`src/hw/rtl/heat_pump_relay_sequencer_macros.svh`:
```
// assertion helpers for the relay sequencer
`ifndef HEAT_PUMP_RELAY_SEQUENCER_MACROS_SVH
`define HEAT_PUMP_RELAY_SEQUENCER_MACROS_SVH

// same-cycle implication, held off during reset
`define HPRS_ASSERT_SAME(lbl, ante, cons, msg) \
    lbl: assert property (@(posedge clk) disable iff (!rst_n) (ante) |-> (cons)) \
        else $error(msg);

// next-cycle implication, held off during reset
`define HPRS_ASSERT_NEXT(lbl, ante, cons, msg) \
    lbl: assert property (@(posedge clk) disable iff (!rst_n) (ante) |=> (cons)) \
        else $error(msg);

`endif

```
`src/hw/rtl/hprs_pkg.sv`:
```
package hprs_pkg;

    localparam int REG_W     = 24;
    localparam int BYTE_W    = 8;
    localparam int CFG_IDX_W = 2;

    // register indexes of the configuration port
    localparam logic [CFG_IDX_W-1:0] REG_HEARTBEAT  = 2'd0;
    localparam logic [CFG_IDX_W-1:0] REG_FAN_OVERRUN = 2'd1;
    localparam logic [CFG_IDX_W-1:0] REG_INDICATION = 2'd2;

    // register reset values
    localparam logic [REG_W-1:0] HEARTBEAT_RESET  = 24'd60000;
    localparam logic [REG_W-1:0] FAN_OVERRUN_RESET = 24'd3000;
    localparam logic [REG_W-1:0] INDICATION_RESET = 24'd1000;

    // item kinds
    localparam logic OP_TICK    = 1'b0;
    localparam logic OP_MESSAGE = 1'b1;

    // mode characters
    localparam logic [BYTE_W-1:0] MODE_FAN  = 8'h41; // 'A'
    localparam logic [BYTE_W-1:0] MODE_HEAT = 8'h48; // 'H'
    localparam logic [BYTE_W-1:0] MODE_COOL = 8'h43; // 'C'
    localparam logic [BYTE_W-1:0] MODE_OFF  = 8'h5A; // 'Z'

    typedef struct packed {
        logic [REG_W-1:0] heartbeat_timeout_ms;
        logic [REG_W-1:0] fan_overrun_ms;
        logic [REG_W-1:0] indication_ms;
    } cfg_t;

    typedef struct packed {
        logic command_seen;
        logic indication_active;
        logic delayed_fan;
        logic fan;
        logic compressor;
        logic valve;
        logic led;
    } flags_t;

endpackage

```
`src/hw/rtl/hprs_cfg.sv`:
```
module hprs_cfg
    import hprs_pkg::*;
(
    input  logic                 clk,
    input  logic                 rst_n,
    input  logic                 cfg_write,
    input  logic [CFG_IDX_W-1:0] cfg_index,
    input  logic [REG_W-1:0]     cfg_data,
    output cfg_t                 cfg
);

    cfg_t cfg_reg;

    // register file, writes beyond the list are dropped
    always_ff @(posedge clk or negedge rst_n)
    begin
        if (!rst_n)
        begin
            cfg_reg.heartbeat_timeout_ms <= HEARTBEAT_RESET;
            cfg_reg.fan_overrun_ms       <= FAN_OVERRUN_RESET;
            cfg_reg.indication_ms        <= INDICATION_RESET;
        end
        else if (cfg_write)
        begin
            unique case (cfg_index)
                REG_HEARTBEAT:   cfg_reg.heartbeat_timeout_ms <= cfg_data;
                REG_FAN_OVERRUN: cfg_reg.fan_overrun_ms       <= cfg_data;
                REG_INDICATION:  cfg_reg.indication_ms        <= cfg_data;
                default:         cfg_reg                      <= cfg_reg;
            endcase
        end
    end

    assign cfg = cfg_reg;

endmodule

```
`src/hw/rtl/hprs_step.sv`:
```
module hprs_step
    import hprs_pkg::*;
#(
    parameter int MIN_MESSAGE_BYTES = 1,
    parameter int COUNT_BITS        = 24
)
(
    input  logic                  op,
    input  logic [BYTE_W-1:0]     mode_byte,
    input  logic [BYTE_W-1:0]     message_length,
    input  cfg_t                  cfg,
    input  flags_t                flags,
    input  logic [COUNT_BITS-1:0] since_command,
    input  logic [COUNT_BITS-1:0] since_compressor_off,
    output flags_t                flags_next,
    output logic [COUNT_BITS-1:0] since_command_next,
    output logic [COUNT_BITS-1:0] since_compressor_off_next
);

    localparam int CMP_W = (COUNT_BITS > REG_W) ? COUNT_BITS : REG_W;
    localparam logic [BYTE_W-1:0] MIN_LEN = BYTE_W'(MIN_MESSAGE_BYTES);

    flags_t                f;
    logic [COUNT_BITS-1:0] sc;
    logic [COUNT_BITS-1:0] sco;

    // next state for one tick or one message
    always_comb
    begin
        f   = flags;
        sc  = since_command;
        sco = since_compressor_off;
        unique case (op)
            OP_MESSAGE:
            begin
                if (message_length >= MIN_LEN)
                begin
                    unique case (mode_byte)
                        MODE_FAN:
                        begin
                            f.fan = 1'b1;
                            if (f.compressor)
                            begin
                                f.compressor = 1'b0;
                                f.valve      = 1'b0;
                                sco          = '0;
                            end
                        end
                        MODE_HEAT:
                        begin
                            f.fan        = 1'b1;
                            f.valve      = 1'b0;
                            f.compressor = 1'b1;
                        end
                        MODE_COOL:
                        begin
                            f.fan        = 1'b1;
                            f.valve      = 1'b1;
                            f.compressor = 1'b1;
                        end
                        default:
                        begin
                            // off with delayed fan, or safe shutdown on unknown mode
                            f.delayed_fan = 1'b1;
                            if (f.compressor)
                            begin
                                f.compressor = 1'b0;
                                f.valve      = 1'b0;
                                sco          = '0;
                            end
                        end
                    endcase
                    f.indication_active = 1'b1;
                    f.led               = 1'b1;
                    f.command_seen      = 1'b1;
                    sc                  = '0;
                end
            end
            OP_TICK:
            begin
                // saturating counters
                if (sc != '1)
                begin
                    sc = sc + 1'b1;
                end
                if (sco != '1)
                begin
                    sco = sco + 1'b1;
                end
                // missed heartbeat
                if (f.command_seen &&
                    (CMP_W'(sc) > CMP_W'(cfg.heartbeat_timeout_ms)))
                begin
                    f.delayed_fan = 1'b1;
                    if (f.compressor)
                    begin
                        f.compressor = 1'b0;
                        f.valve      = 1'b0;
                        sco          = '0;
                    end
                end
                // fan overrun expired
                if (f.delayed_fan && !f.compressor &&
                    (CMP_W'(sco) > CMP_W'(cfg.fan_overrun_ms)))
                begin
                    f.fan         = 1'b0;
                    f.delayed_fan = 1'b0;
                end
                // led indication window
                if (f.indication_active)
                begin
                    if (CMP_W'(sc) < CMP_W'(cfg.indication_ms))
                    begin
                        f.led = 1'b1;
                    end
                    else
                    begin
                        f.led               = 1'b0;
                        f.indication_active = 1'b0;
                    end
                end
            end
            default:
            begin
                f = flags;
            end
        endcase
        flags_next                = f;
        since_command_next        = sc;
        since_compressor_off_next = sco;
    end

endmodule

```
`src/hw/rtl/heat_pump_relay_sequencer.sv`:
```
// channel  | direction | handshake          | payload
// in       | input     | in_valid/in_stall   | op, mode_byte, message_length
// out      | output    | out_valid/out_stall | fan_drive, compressor_drive, valve_cooling,
//          |           |                     | led_lit, fan_stop_pending
// cfg      | input     | cfg_write           | cfg_index, cfg_data
//
// one item per cycle sustained while out_stall is low; each result passes the
// input register and then the state/result register, with the next-state logic
// between them
// reset clears state and loads register defaults; no clearing pass
// out_stall holds the result and the state; in_stall rises only while a
// registered item waits behind a stalled result
module heat_pump_relay_sequencer
    import hprs_pkg::*;
#(
    parameter int MIN_MESSAGE_BYTES = 1,
    parameter int COUNT_BITS        = 24
)
(
    input  logic                 clk,
    input  logic                 rst_n,
    input  logic                 in_valid,
    output logic                 in_stall,
    input  logic                 op,
    input  logic [BYTE_W-1:0]    mode_byte,
    input  logic [BYTE_W-1:0]    message_length,
    output logic                 out_valid,
    input  logic                 out_stall,
    output logic                 fan_drive,
    output logic                 compressor_drive,
    output logic                 valve_cooling,
    output logic                 led_lit,
    output logic                 fan_stop_pending,
    input  logic                 cfg_write,
    input  logic [CFG_IDX_W-1:0] cfg_index,
    input  logic [REG_W-1:0]     cfg_data
);

    cfg_t                  cfg;
    logic                  in_valid_reg;
    logic                  op_reg;
    logic [BYTE_W-1:0]     mode_reg;
    logic [BYTE_W-1:0]     length_reg;
    logic                  out_valid_reg;
    flags_t                flags_reg;
    flags_t                flags_next;
    logic [COUNT_BITS-1:0] since_command_reg;
    logic [COUNT_BITS-1:0] since_command_next;
    logic [COUNT_BITS-1:0] since_off_reg;
    logic [COUNT_BITS-1:0] since_off_next;
    logic                  advance;
    logic                  in_take;

    hprs_cfg u_cfg (
        .clk       (clk),
        .rst_n     (rst_n),
        .cfg_write (cfg_write),
        .cfg_index (cfg_index),
        .cfg_data  (cfg_data),
        .cfg       (cfg)
    );

    // pipeline flow control
    assign advance  = !out_valid_reg || !out_stall;
    assign in_stall = in_valid_reg && !advance;
    assign in_take  = in_valid && !in_stall;

    // input register
    always_ff @(posedge clk or negedge rst_n)
    begin
        if (!rst_n)
        begin
            in_valid_reg <= 1'b0;
        end
        else if (!in_stall)
        begin
            in_valid_reg <= in_valid;
        end
    end

    always_ff @(posedge clk)
    begin
        if (in_take)
        begin
            op_reg     <= op;
            mode_reg   <= mode_byte;
            length_reg <= message_length;
        end
    end

    hprs_step #(
        .MIN_MESSAGE_BYTES (MIN_MESSAGE_BYTES),
        .COUNT_BITS        (COUNT_BITS)
    ) u_step (
        .op                        (op_reg),
        .mode_byte                 (mode_reg),
        .message_length            (length_reg),
        .cfg                       (cfg),
        .flags                     (flags_reg),
        .since_command             (since_command_reg),
        .since_compressor_off      (since_off_reg),
        .flags_next                (flags_next),
        .since_command_next        (since_command_next),
        .since_compressor_off_next (since_off_next)
    );

    // state and result register
    always_ff @(posedge clk or negedge rst_n)
    begin
        if (!rst_n)
        begin
            out_valid_reg     <= 1'b0;
            flags_reg         <= '0;
            since_command_reg <= '0;
            since_off_reg     <= '0;
        end
        else if (advance)
        begin
            out_valid_reg <= in_valid_reg;
            if (in_valid_reg)
            begin
                flags_reg         <= flags_next;
                since_command_reg <= since_command_next;
                since_off_reg     <= since_off_next;
            end
        end
    end

    // result fields
    assign out_valid        = out_valid_reg;
    assign fan_drive        = flags_reg.fan;
    assign compressor_drive = flags_reg.compressor;
    assign valve_cooling    = flags_reg.valve;
    assign led_lit          = flags_reg.led;
    assign fan_stop_pending = flags_reg.delayed_fan;

`include "heat_pump_relay_sequencer_macros.svh"

    // relay interlocks, led bookkeeping and state hold under a stalled result
    `HPRS_ASSERT_SAME(a_comp_needs_fan, flags_reg.compressor, flags_reg.fan, "compressor on with fan off")
    `HPRS_ASSERT_SAME(a_valve_needs_comp, flags_reg.valve, flags_reg.compressor, "valve set with compressor off")
    `HPRS_ASSERT_SAME(a_led_needs_ind, flags_reg.led, flags_reg.indication_active, "led lit without indication")
    `HPRS_ASSERT_NEXT(a_hold_on_stall, out_valid_reg && out_stall, $stable(flags_reg) && $stable(since_command_reg), "state moved under stalled result")

endmodule
```
`config.mk`:
```
export PLATFORM = sky130hd
export DESIGN_NAME = heat_pump_relay_sequencer
export DESIGN_NICKNAME = d
export VERILOG_FILES = /design/src/hw/rtl/hprs_pkg.sv /design/src/hw/rtl/hprs_cfg.sv /design/src/hw/rtl/hprs_step.sv /design/src/hw/rtl/heat_pump_relay_sequencer.sv
export VERILOG_INCLUDE_DIRS = /design/src /design/src/hw/rtl
export SDC_FILE = /design/constraint.sdc
export NUM_CORES = 1
export LEC_CHECK = 0
export CAP_MARGIN = 20
export CORE_MARGIN = 2
export CORE_UTILIZATION = 50
export DETAILED_ROUTE_END_ITERATION = 6
export DONT_BUFFER_PORTS = 1
export GPL_TIMING_DRIVEN = 0
export HOLD_SLACK_MARGIN = 0.03
export SLEW_MARGIN = 40
export SYNTH_ARGS = -nofsm -noshare
export SYNTH_HDL_FRONTEND = slang
export SYNTH_SLANG_ARGS = --single-unit
```
`constraint.sdc`:
```
create_clock -name clk -period 8.6 [get_ports clk]
set_clock_uncertainty 0.2 [all_clocks]
set_input_delay 1.29 -clock clk [delete_from_list [all_inputs] [get_ports clk]]
set_output_delay 1.29 -clock clk [all_outputs]
set_load 0.02 [all_outputs]
```
==> metrics.csv, run 1 <==
stage,metric,value,unit
outcome,status,completed,
power_and_ir_drop,Power Dens Cells,204,mW/mm²
detailed_routing,vias post-DR,6712,
yosys,ys flop type,dfrtp_1,
die,Die Ht,136,µm
detailed_routing,DRC violations left,0,
yosys,largest area contributor in the synthesized netlist,dfrtp_1,
setup_path,cell mode on critical path,nand4_1,
layout,synth-to-layout area growth,10.2,%
yosys,yosys warns,0,
setup_path,"delay-heaviest family, CP",simple AND/OR/NAND/NOR gates,
clocking,post-cts hold buffer count,0,
global_route,vias in the first global route,6795,
placement,HPWL Detailed,16600,µm
clocking,setup bufs post-CTS,0,
layout,share of layout cells above drive strength 1,0.139,
layout,max reg flops,72,
power_and_ir_drop,Pint,1390,µW
yosys,Synth top area share,0.312,
setup_path,Critical Path RT,8710,ps
yosys,asr flop ratio synth,0.884,
clocking,CTS tree,done,
min_path,Min-Delay Path Class,reg2reg,
detailed_routing,final WL,21900,µm
setup_path,CP max stage delay,780,ps
clocking,clock buffer count from CTS,17,
yosys,largest family of logic cells by synthesized area,simple AND/OR/NAND/NOR gates,
timing,Final Slew Violations,0,
clocking,total number of H-tree levels,4,
layout,"non-filler cells, final",1165,
yosys,Avg Inst Size Synth,9.63,µm²
yosys,Synth Area in XOR/XNOR,0.0411,
yosys,Post-Syn Area,0.00875,mm²
setup_path,kind of critical path,reg2reg,
clocking,Max clock buf depth,2,
power_and_ir_drop,clock power share,0.383,
yosys,post-synthesis net count,1029,
power_and_ir_drop,peak ir drop on the vdd network,0.156,mV
yosys,sequential area share after synthesis,0.430,
timing,final worst slack,1170,ps
yosys,post-synthesis compound-gate area fraction,0.149,
clocking,post-CTS sizing,0,
die,core area,0.0172,mm²
power_and_ir_drop,Leak,0.00443,µW
timing,setup violators final,0,
detailed_routing,drt first pass iters,6,
yosys,Post-Synthesis Cells,908,
placement,pre-CTS WS,1350,ps
setup_path,CP Cell Sequence,"buf_2, nand4_1, nor2_1, nand2_1, nor4_1, buf_2, nand3_1, xnor2_1, ha_1, nand4_1, nor4_1, o311ai_2, a211oi_4, clkbuf_1, nor2_1, ha_1, nand4_1, nor3_1, o311ai_0, nand3_1, o211a_1, o21ai_0",
clocking,Worst-Skew Late Latency,430,ps
die,# IOs,55,
setup_path,Crit-path slowest cell,nor4_1,
clocking,CTS Sinks,146,
yosys,Synth Register Bits,146,
power_and_ir_drop,Sw Share,0.294,
timing,RSZ-0062 raised after global routing,false,
timing,Worst-Margin Slew,880,ps
timing,fin crit share,0.864,
detailed_routing,number of DRC markers in iteration 0,456,
setup_path,critical path buffer and inverter count,3,
setup_path,CP Capture Type,flip-flop,
global_route,first-pass GRT wire length,35400,µm
global_route,GRT Overall Usage,0.250,
yosys,post-synth cell types,66,
layout,# nets final,1048,
timing,TNS Setup,0,ps
clocking,clock tree root driver cell,clkbuf_16,
die,Site Rows,48,
die,Initial Util,0.509,
setup_path,CP Max Fanout,10,
timing,Final Hold Viols,0,
layout,ANT cells,0,
detailed_routing,Antenna Violating Nets Remaining,0,
global_route,pin count of the biggest net entering global routing,130,
setup_path,Startpoint Class,flip-flop,
yosys,"top cells by area, synth","dfrtp_1 (31%), ha_1 (10%), mux2_2 (6.7%)",
die,Die ar.,0.0186,mm²
placement,number of cells after detailed placement,1133,
placement,global placement routability congestion,0.859,
yosys,mux contribution to synthesized area,0.0681,
power_and_ir_drop,Sw Pwr,577,µW
clocking,"Clk pin slew, worst setup/hold paths",60,ps
timing,minimum clock period,7430,ps
die,Die X,136,µm
flow_run,Max-Cap Viols,0,
detailed_routing,DR WL/cell,18.8,µm
setup_path,CP arrival,7540,ps
yosys,Synth Area in Adders,0.104,
global_route,initial antenna violation count,0,
yosys,simple-gate share of the synthesized area,0.154,
placement,I/O Buffers,0,
timing,Fmax achieved,0.135,GHz
yosys,number of flops mapped to enable cells by yosys,17,
power_and_ir_drop,Comb pwr share,0.182,
detailed_routing,via-per-instance ratio,5.76,
global_route,gr ovfl total,0,
power_and_ir_drop,register share of total power,0.434,
timing,Relative slew margins,0.408,
## per-layer routing
metal / wire, µm / track usage / share of wire
met1: 9930 / 0.331 / 0.45
met3: 1280 / 0.0652 / 0.058
met2: 10200 / 0.403 / 0.47
met5: 0 / 0 / 0
met4: 430 / 0.0793 / 0.020
## cell usage after synthesis (7+ instances only)
master    number
o31ai_1       16
o21ai_0       67
nand4_1       19
a21o_1         8
xnor2_1       25
nand2b_1      11
nor3_1        11
buf_2         10
dfstp_2       20
nand2_1       85
dfrtp_1      109
inv_1         83
mux2_2        52
nand3_1       34
a22o_1         7
xor2_1        16
clkbuf_1      22
ha_1          73
nor2_1        54
a31oi_1       26
and3_1         7
edfxtp_1      17
a21oi_1       57
nor2b_1        7
## per-stage QoR
step	utilization	hold slack [ps]	total power (µW)	instance area (µm²)
6_report	0.561	272	1970	9640
5_1_grt	0.561	305	2080	9640
4_1_cts	0.561	273	1980	9630
3_5_place_dp	0.526	256	1220	9030
3_3_place_gp	0.526	249	1200	9030
2_1_floorplan	-	228	1130	8750
## power groups by stage
stage                     clock (µW)  sequential [µW]  combinational (µW)
after floorplan                    0              850                 275
after global placement             0              862                 338
after detailed placement           0              866                 355
after CTS                        771              854                 359
after global routing             799              865                 415
final                            754              854                 358
## final timing paths
kind                                       from             to  slack, ps  cells after the start
max                        since_command_reg[3]      fan_drive       1170                     22
min                                flags_reg[6]   flags_reg[6]        270                      1
max reg2reg                since_command_reg[3]      fan_drive       1170                     22
min reg2reg                        flags_reg[6]   flags_reg[6]        270                      1
max in group asynchronous                 rst_n  u_cfg.cfg[62]       7610                      0
min in group asynchronous                 rst_n   u_cfg.cfg[4]        350                      0
## cell families (layout without fill, tap and decap cells)
group,after synthesis,count (layout)
mux,53,53
xor+xnor,41,41
compound gates,213,213
simple gates,264,264
buf+inv,118,150
flops,146,146
fa+ha+maj,73,73
## layout make-up
class	count	area [µm²]
fill	1577	7540
clock inverter	15	169
multi-input combinational	644	4530
tap	225	282
inverter	83	312
buffer	35	153
clock buffer	17	425
sequential	146	3760
## cell usage in the layout (no fill, tap or decap), types with 8 or more instances in the layout
| cell type | n |
|---|---|
| clkbuf_1 | 22 |
| edfxtp_1 | 17 |
| clkbuf_16 | 17 |
| nor3_1 | 11 |
| nand4_1 | 19 |
| mux2_2 | 52 |
| inv_1 | 83 |
| dfrtp_1 | 109 |
| nand2b_1 | 11 |
| dfstp_2 | 20 |
| a31oi_1 | 25 |
| a21oi_1 | 57 |
| ha_1 | 73 |
| o31ai_1 | 16 |
| xnor2_1 | 25 |
| nor2_1 | 54 |
| nand3_1 | 34 |
| nand2_1 | 85 |
| o21ai_0 | 67 |
| xor2_1 | 16 |
| a21o_1 | 8 |
| buf_2 | 10 |
## worst reg2reg max path, delay by kind of cell, from the launching register on
kind                     cells  cell delay (ps)
AO/OA/AOI/OAI                5             1650
XOR/XNOR                     1              450
adder cells (fa/ha/maj)      2              570
buffers and inverters        3              980
flip-flops                   1              310
AND/OR/NAND/NOR             11             3140
(Power assumes the default switching activity.)
==> run 2, diff against run 1 <==
--- a/config.mk
+++ b/config.mk
@@ -7,7 +7,6 @@
 export NUM_CORES = 1
 export LEC_CHECK = 0
 export CAP_MARGIN = 20
-export CORE_MARGIN = 2
 export CORE_UTILIZATION = 50
 export DETAILED_ROUTE_END_ITERATION = 6
 export DONT_BUFFER_PORTS = 1
==> run 2 against run 1 <==
Clock power down 3.7%. First-iteration DRC count fell by 17%. Die area fell by 2.9%. Utilization is 1.0 points higher. Critical path depth increased by 1. Via count grew 1.1%. Final cell count shrank 0.43%. Combinational power hardly changed. Total power decreased by 1.3%. Maximum frequency rose by 0.61%. Global-route usage up 0.12 points. Highest routed layer is now met5.
==> metrics.csv, run 2 (synthesis gave the netlist of run 1 again) <==
stage,metric,value,unit,change
outcome,status,completed,,
die,core area,0.0168,mm²,-2.1%
setup_path,kind of critical path,reg2reg,,
detailed_routing,final WL,21400,µm,-2.0%
clocking,CTS Sinks,146,,unchanged
layout,"non-filler cells, final",1160,,-0.43%
clocking,CTS tree,done,,
timing,Final Slew Violations,0,,unchanged
detailed_routing,drt first pass iters,5,,-1
clocking,Worst-Skew Late Latency,430,ps,about the same
layout,synth-to-layout area growth,9.86,%,
die,Initial Util,0.520,,+0.0108
detailed_routing,via-per-instance ratio,5.85,,+1.5%
setup_path,Startpoint Class,flip-flop,,
clocking,post-CTS sizing,0,,unchanged
clocking,Max clock buf depth,2,,unchanged
placement,number of cells after detailed placement,1128,,-0.44%
die,Die X,134,µm,-1.5%
global_route,gr ovfl total,0,,unchanged
layout,most frequent cells in the layout,"dfrtp_1 (109), nand2_1 (85), inv_1 (83), ha_1 (73), o21ai_0 (67)",,
global_route,initial antenna violation count,1,,+1
timing,fin crit share,0.859,,-0.00525
setup_path,CP Capture Type,flip-flop,,
layout,ANT cells,0,,unchanged
detailed_routing,DRC violations left,0,,unchanged
power_and_ir_drop,Power Dens Cells,202,mW/mm²,-1.0%
clocking,clock tree root driver cell,clkbuf_16,,
power_and_ir_drop,Leak,0.00441,µW,-0.54%
setup_path,Critical Path RT,8750,ps,+40 ps
die,Die Ht,134,µm,-1.5%
setup_path,CP Max Fanout,10,,unchanged
die,# IOs,55,,unchanged
clocking,"Clk pin slew, worst setup/hold paths",70,ps,about the same
timing,TNS Setup,0,ps,unchanged
timing,Final Hold Viols,0,,unchanged
die,Die ar.,0.0180,mm²,-2.9%
placement,HPWL Detailed,16100,µm,-3.1%
global_route,GRT Overall Usage,0.252,,+0.00123
min_path,Min-Delay Path Class,reg2reg,,
layout,post-route core utilization,0.571,,+0.0103
detailed_routing,Antenna Violating Nets Remaining,0,,unchanged
flow_run,Max-Cap Viols,0,,unchanged
timing,RSZ-0062 raised after global routing,false,,
placement,I/O Buffers,0,,unchanged
timing,minimum clock period,7380,ps,-45.2 ps
die,Site Rows,47,,-2.1%
detailed_routing,number of DRC markers in iteration 0,377,,-17%
detailed_routing,DR WL/cell,18.5,µm,-1.6%
layout,# nets final,1048,,unchanged
min_path,WHS Path Cells,1,,unchanged
global_route,vias in the first global route,6585,,-3.1%
timing,setup violators final,0,,unchanged
timing,Worst-Margin Slew,929,ps,+49.0 ps
layout,"commonest non-fill, non-tap cell in the layout",dfrtp_1,,
clocking,setup bufs post-CTS,0,,unchanged
timing,Fmax achieved,0.135,GHz,+0.61%
clocking,post-cts hold buffer count,0,,unchanged
layout,share of layout cells above drive strength 1,0.140,,+0.00106
global_route,pin count of the biggest net entering global routing,130,,unchanged
layout,max reg flops,72,,unchanged
clocking,clock buffer count from CTS,17,,unchanged
layout,# fillers,1546,,-2.0%
timing,Relative slew margins,0.375,,-0.0330
setup_path,CP arrival,7530,ps,about the same
detailed_routing,vias post-DR,6784,,+1.1%
global_route,first-pass GRT wire length,34500,µm,-2.6%
clocking,total number of H-tree levels,4,,unchanged
setup_path,R2R cell count,23,,+4.5%
placement,global placement routability congestion,0.854,,-0.56%
power_and_ir_drop,peak ir drop on the vdd network,0.155,mV,-0.18%
==> run 2: cell types whose count changed in the layout (fill, tap and decap cells not counted), sizes merged <==
cell	change
bufinv	-1
clkinv	-2
clkinvlp	+4
inv	-1
==> run 2: through the flow <==
| step | worst slack, ps | hold slack [ps] | area [µm²] | power [µW] |
|---|---|---|---|---|
| global placement | 1460 | 250 | 9020 | 1200 |
| finish | 1220 | 261 | 9610 | 1940 |
| global route | 798 | 282 | 9610 | 2040 |
| floorplan | 3460 | 228 | 8750 | 1130 |
| detailed placement | 1540 | 249 | 9030 | 1220 |
| CTS | 1440 | 268 | 9610 | 1950 |
==> run 2: layer usage <==
layer | part of all wire | track usage | wire (µm)
met1 | 0.48 | 0.349 | 10200
met2 | 0.45 | 0.394 | 9680
met3 | 0.060 | 0.0605 | 1290
met4 | 0.012 | 0.0674 | 262
met5 | 0.00079 | 0 | 17
==> run 2: path summary, 6_finish.rpt <==
check | startpoint | to | slack [ps]
max reg2reg | since_command_reg[4] | fan_drive | 1220
min reg2reg | flags_reg[6] | flags_reg[6] | 260
max in group asynchronous | rst_n | u_cfg.cfg[63] | 7550
min in group asynchronous | rst_n | u_cfg.cfg[56] | 350
max | since_command_reg[4] | fan_drive | 1220
min | flags_reg[6] | flags_reg[6] | 260
==> run 2: cell type report <==
cell class / instances / area [µm²] / share of cell area
clock buffers: 17 / 425 / 0.0443
clock inverters: 15 / 148 / 0.0154
inverters: 83 / 312 / 0.0324
well taps: 220 / 275 / 0.0286
flip-flops and latches: 146 / 3760 / 0.392
plain buffers: 35 / 153 / 0.0159
multi-input cells: 644 / 4530 / 0.472
==> run 2: critical path, cell delays in order (launching register included) <==
cell and delay [ps]:
dfrtp_1 330, clkbuf_2 170, nand4_1 200, nor2_1 230, nand2_1 100, nor4_1 620, buf_2 340, nand3_1 150
xnor2_1 190, ha_1 330, nand4_1 170, nor4_1 840, o311ai_2 460, a211oi_4 630, clkbuf_1 430, nor2_1 100
ha_1 300, nor2b_1 140, o211ai_1 150, a21oi_1 100, o311ai_0 550, nand3_1 200, o211a_1 180, o21ai_0 170
==> run 2: where the power goes <==
part           switching (µW)  total [µW]  internal (µW)  leakage (µW)
clock                     321         726            405      0.000262
combinational             204         360            156       0.00240
sequential               56.8         855            798       0.00175
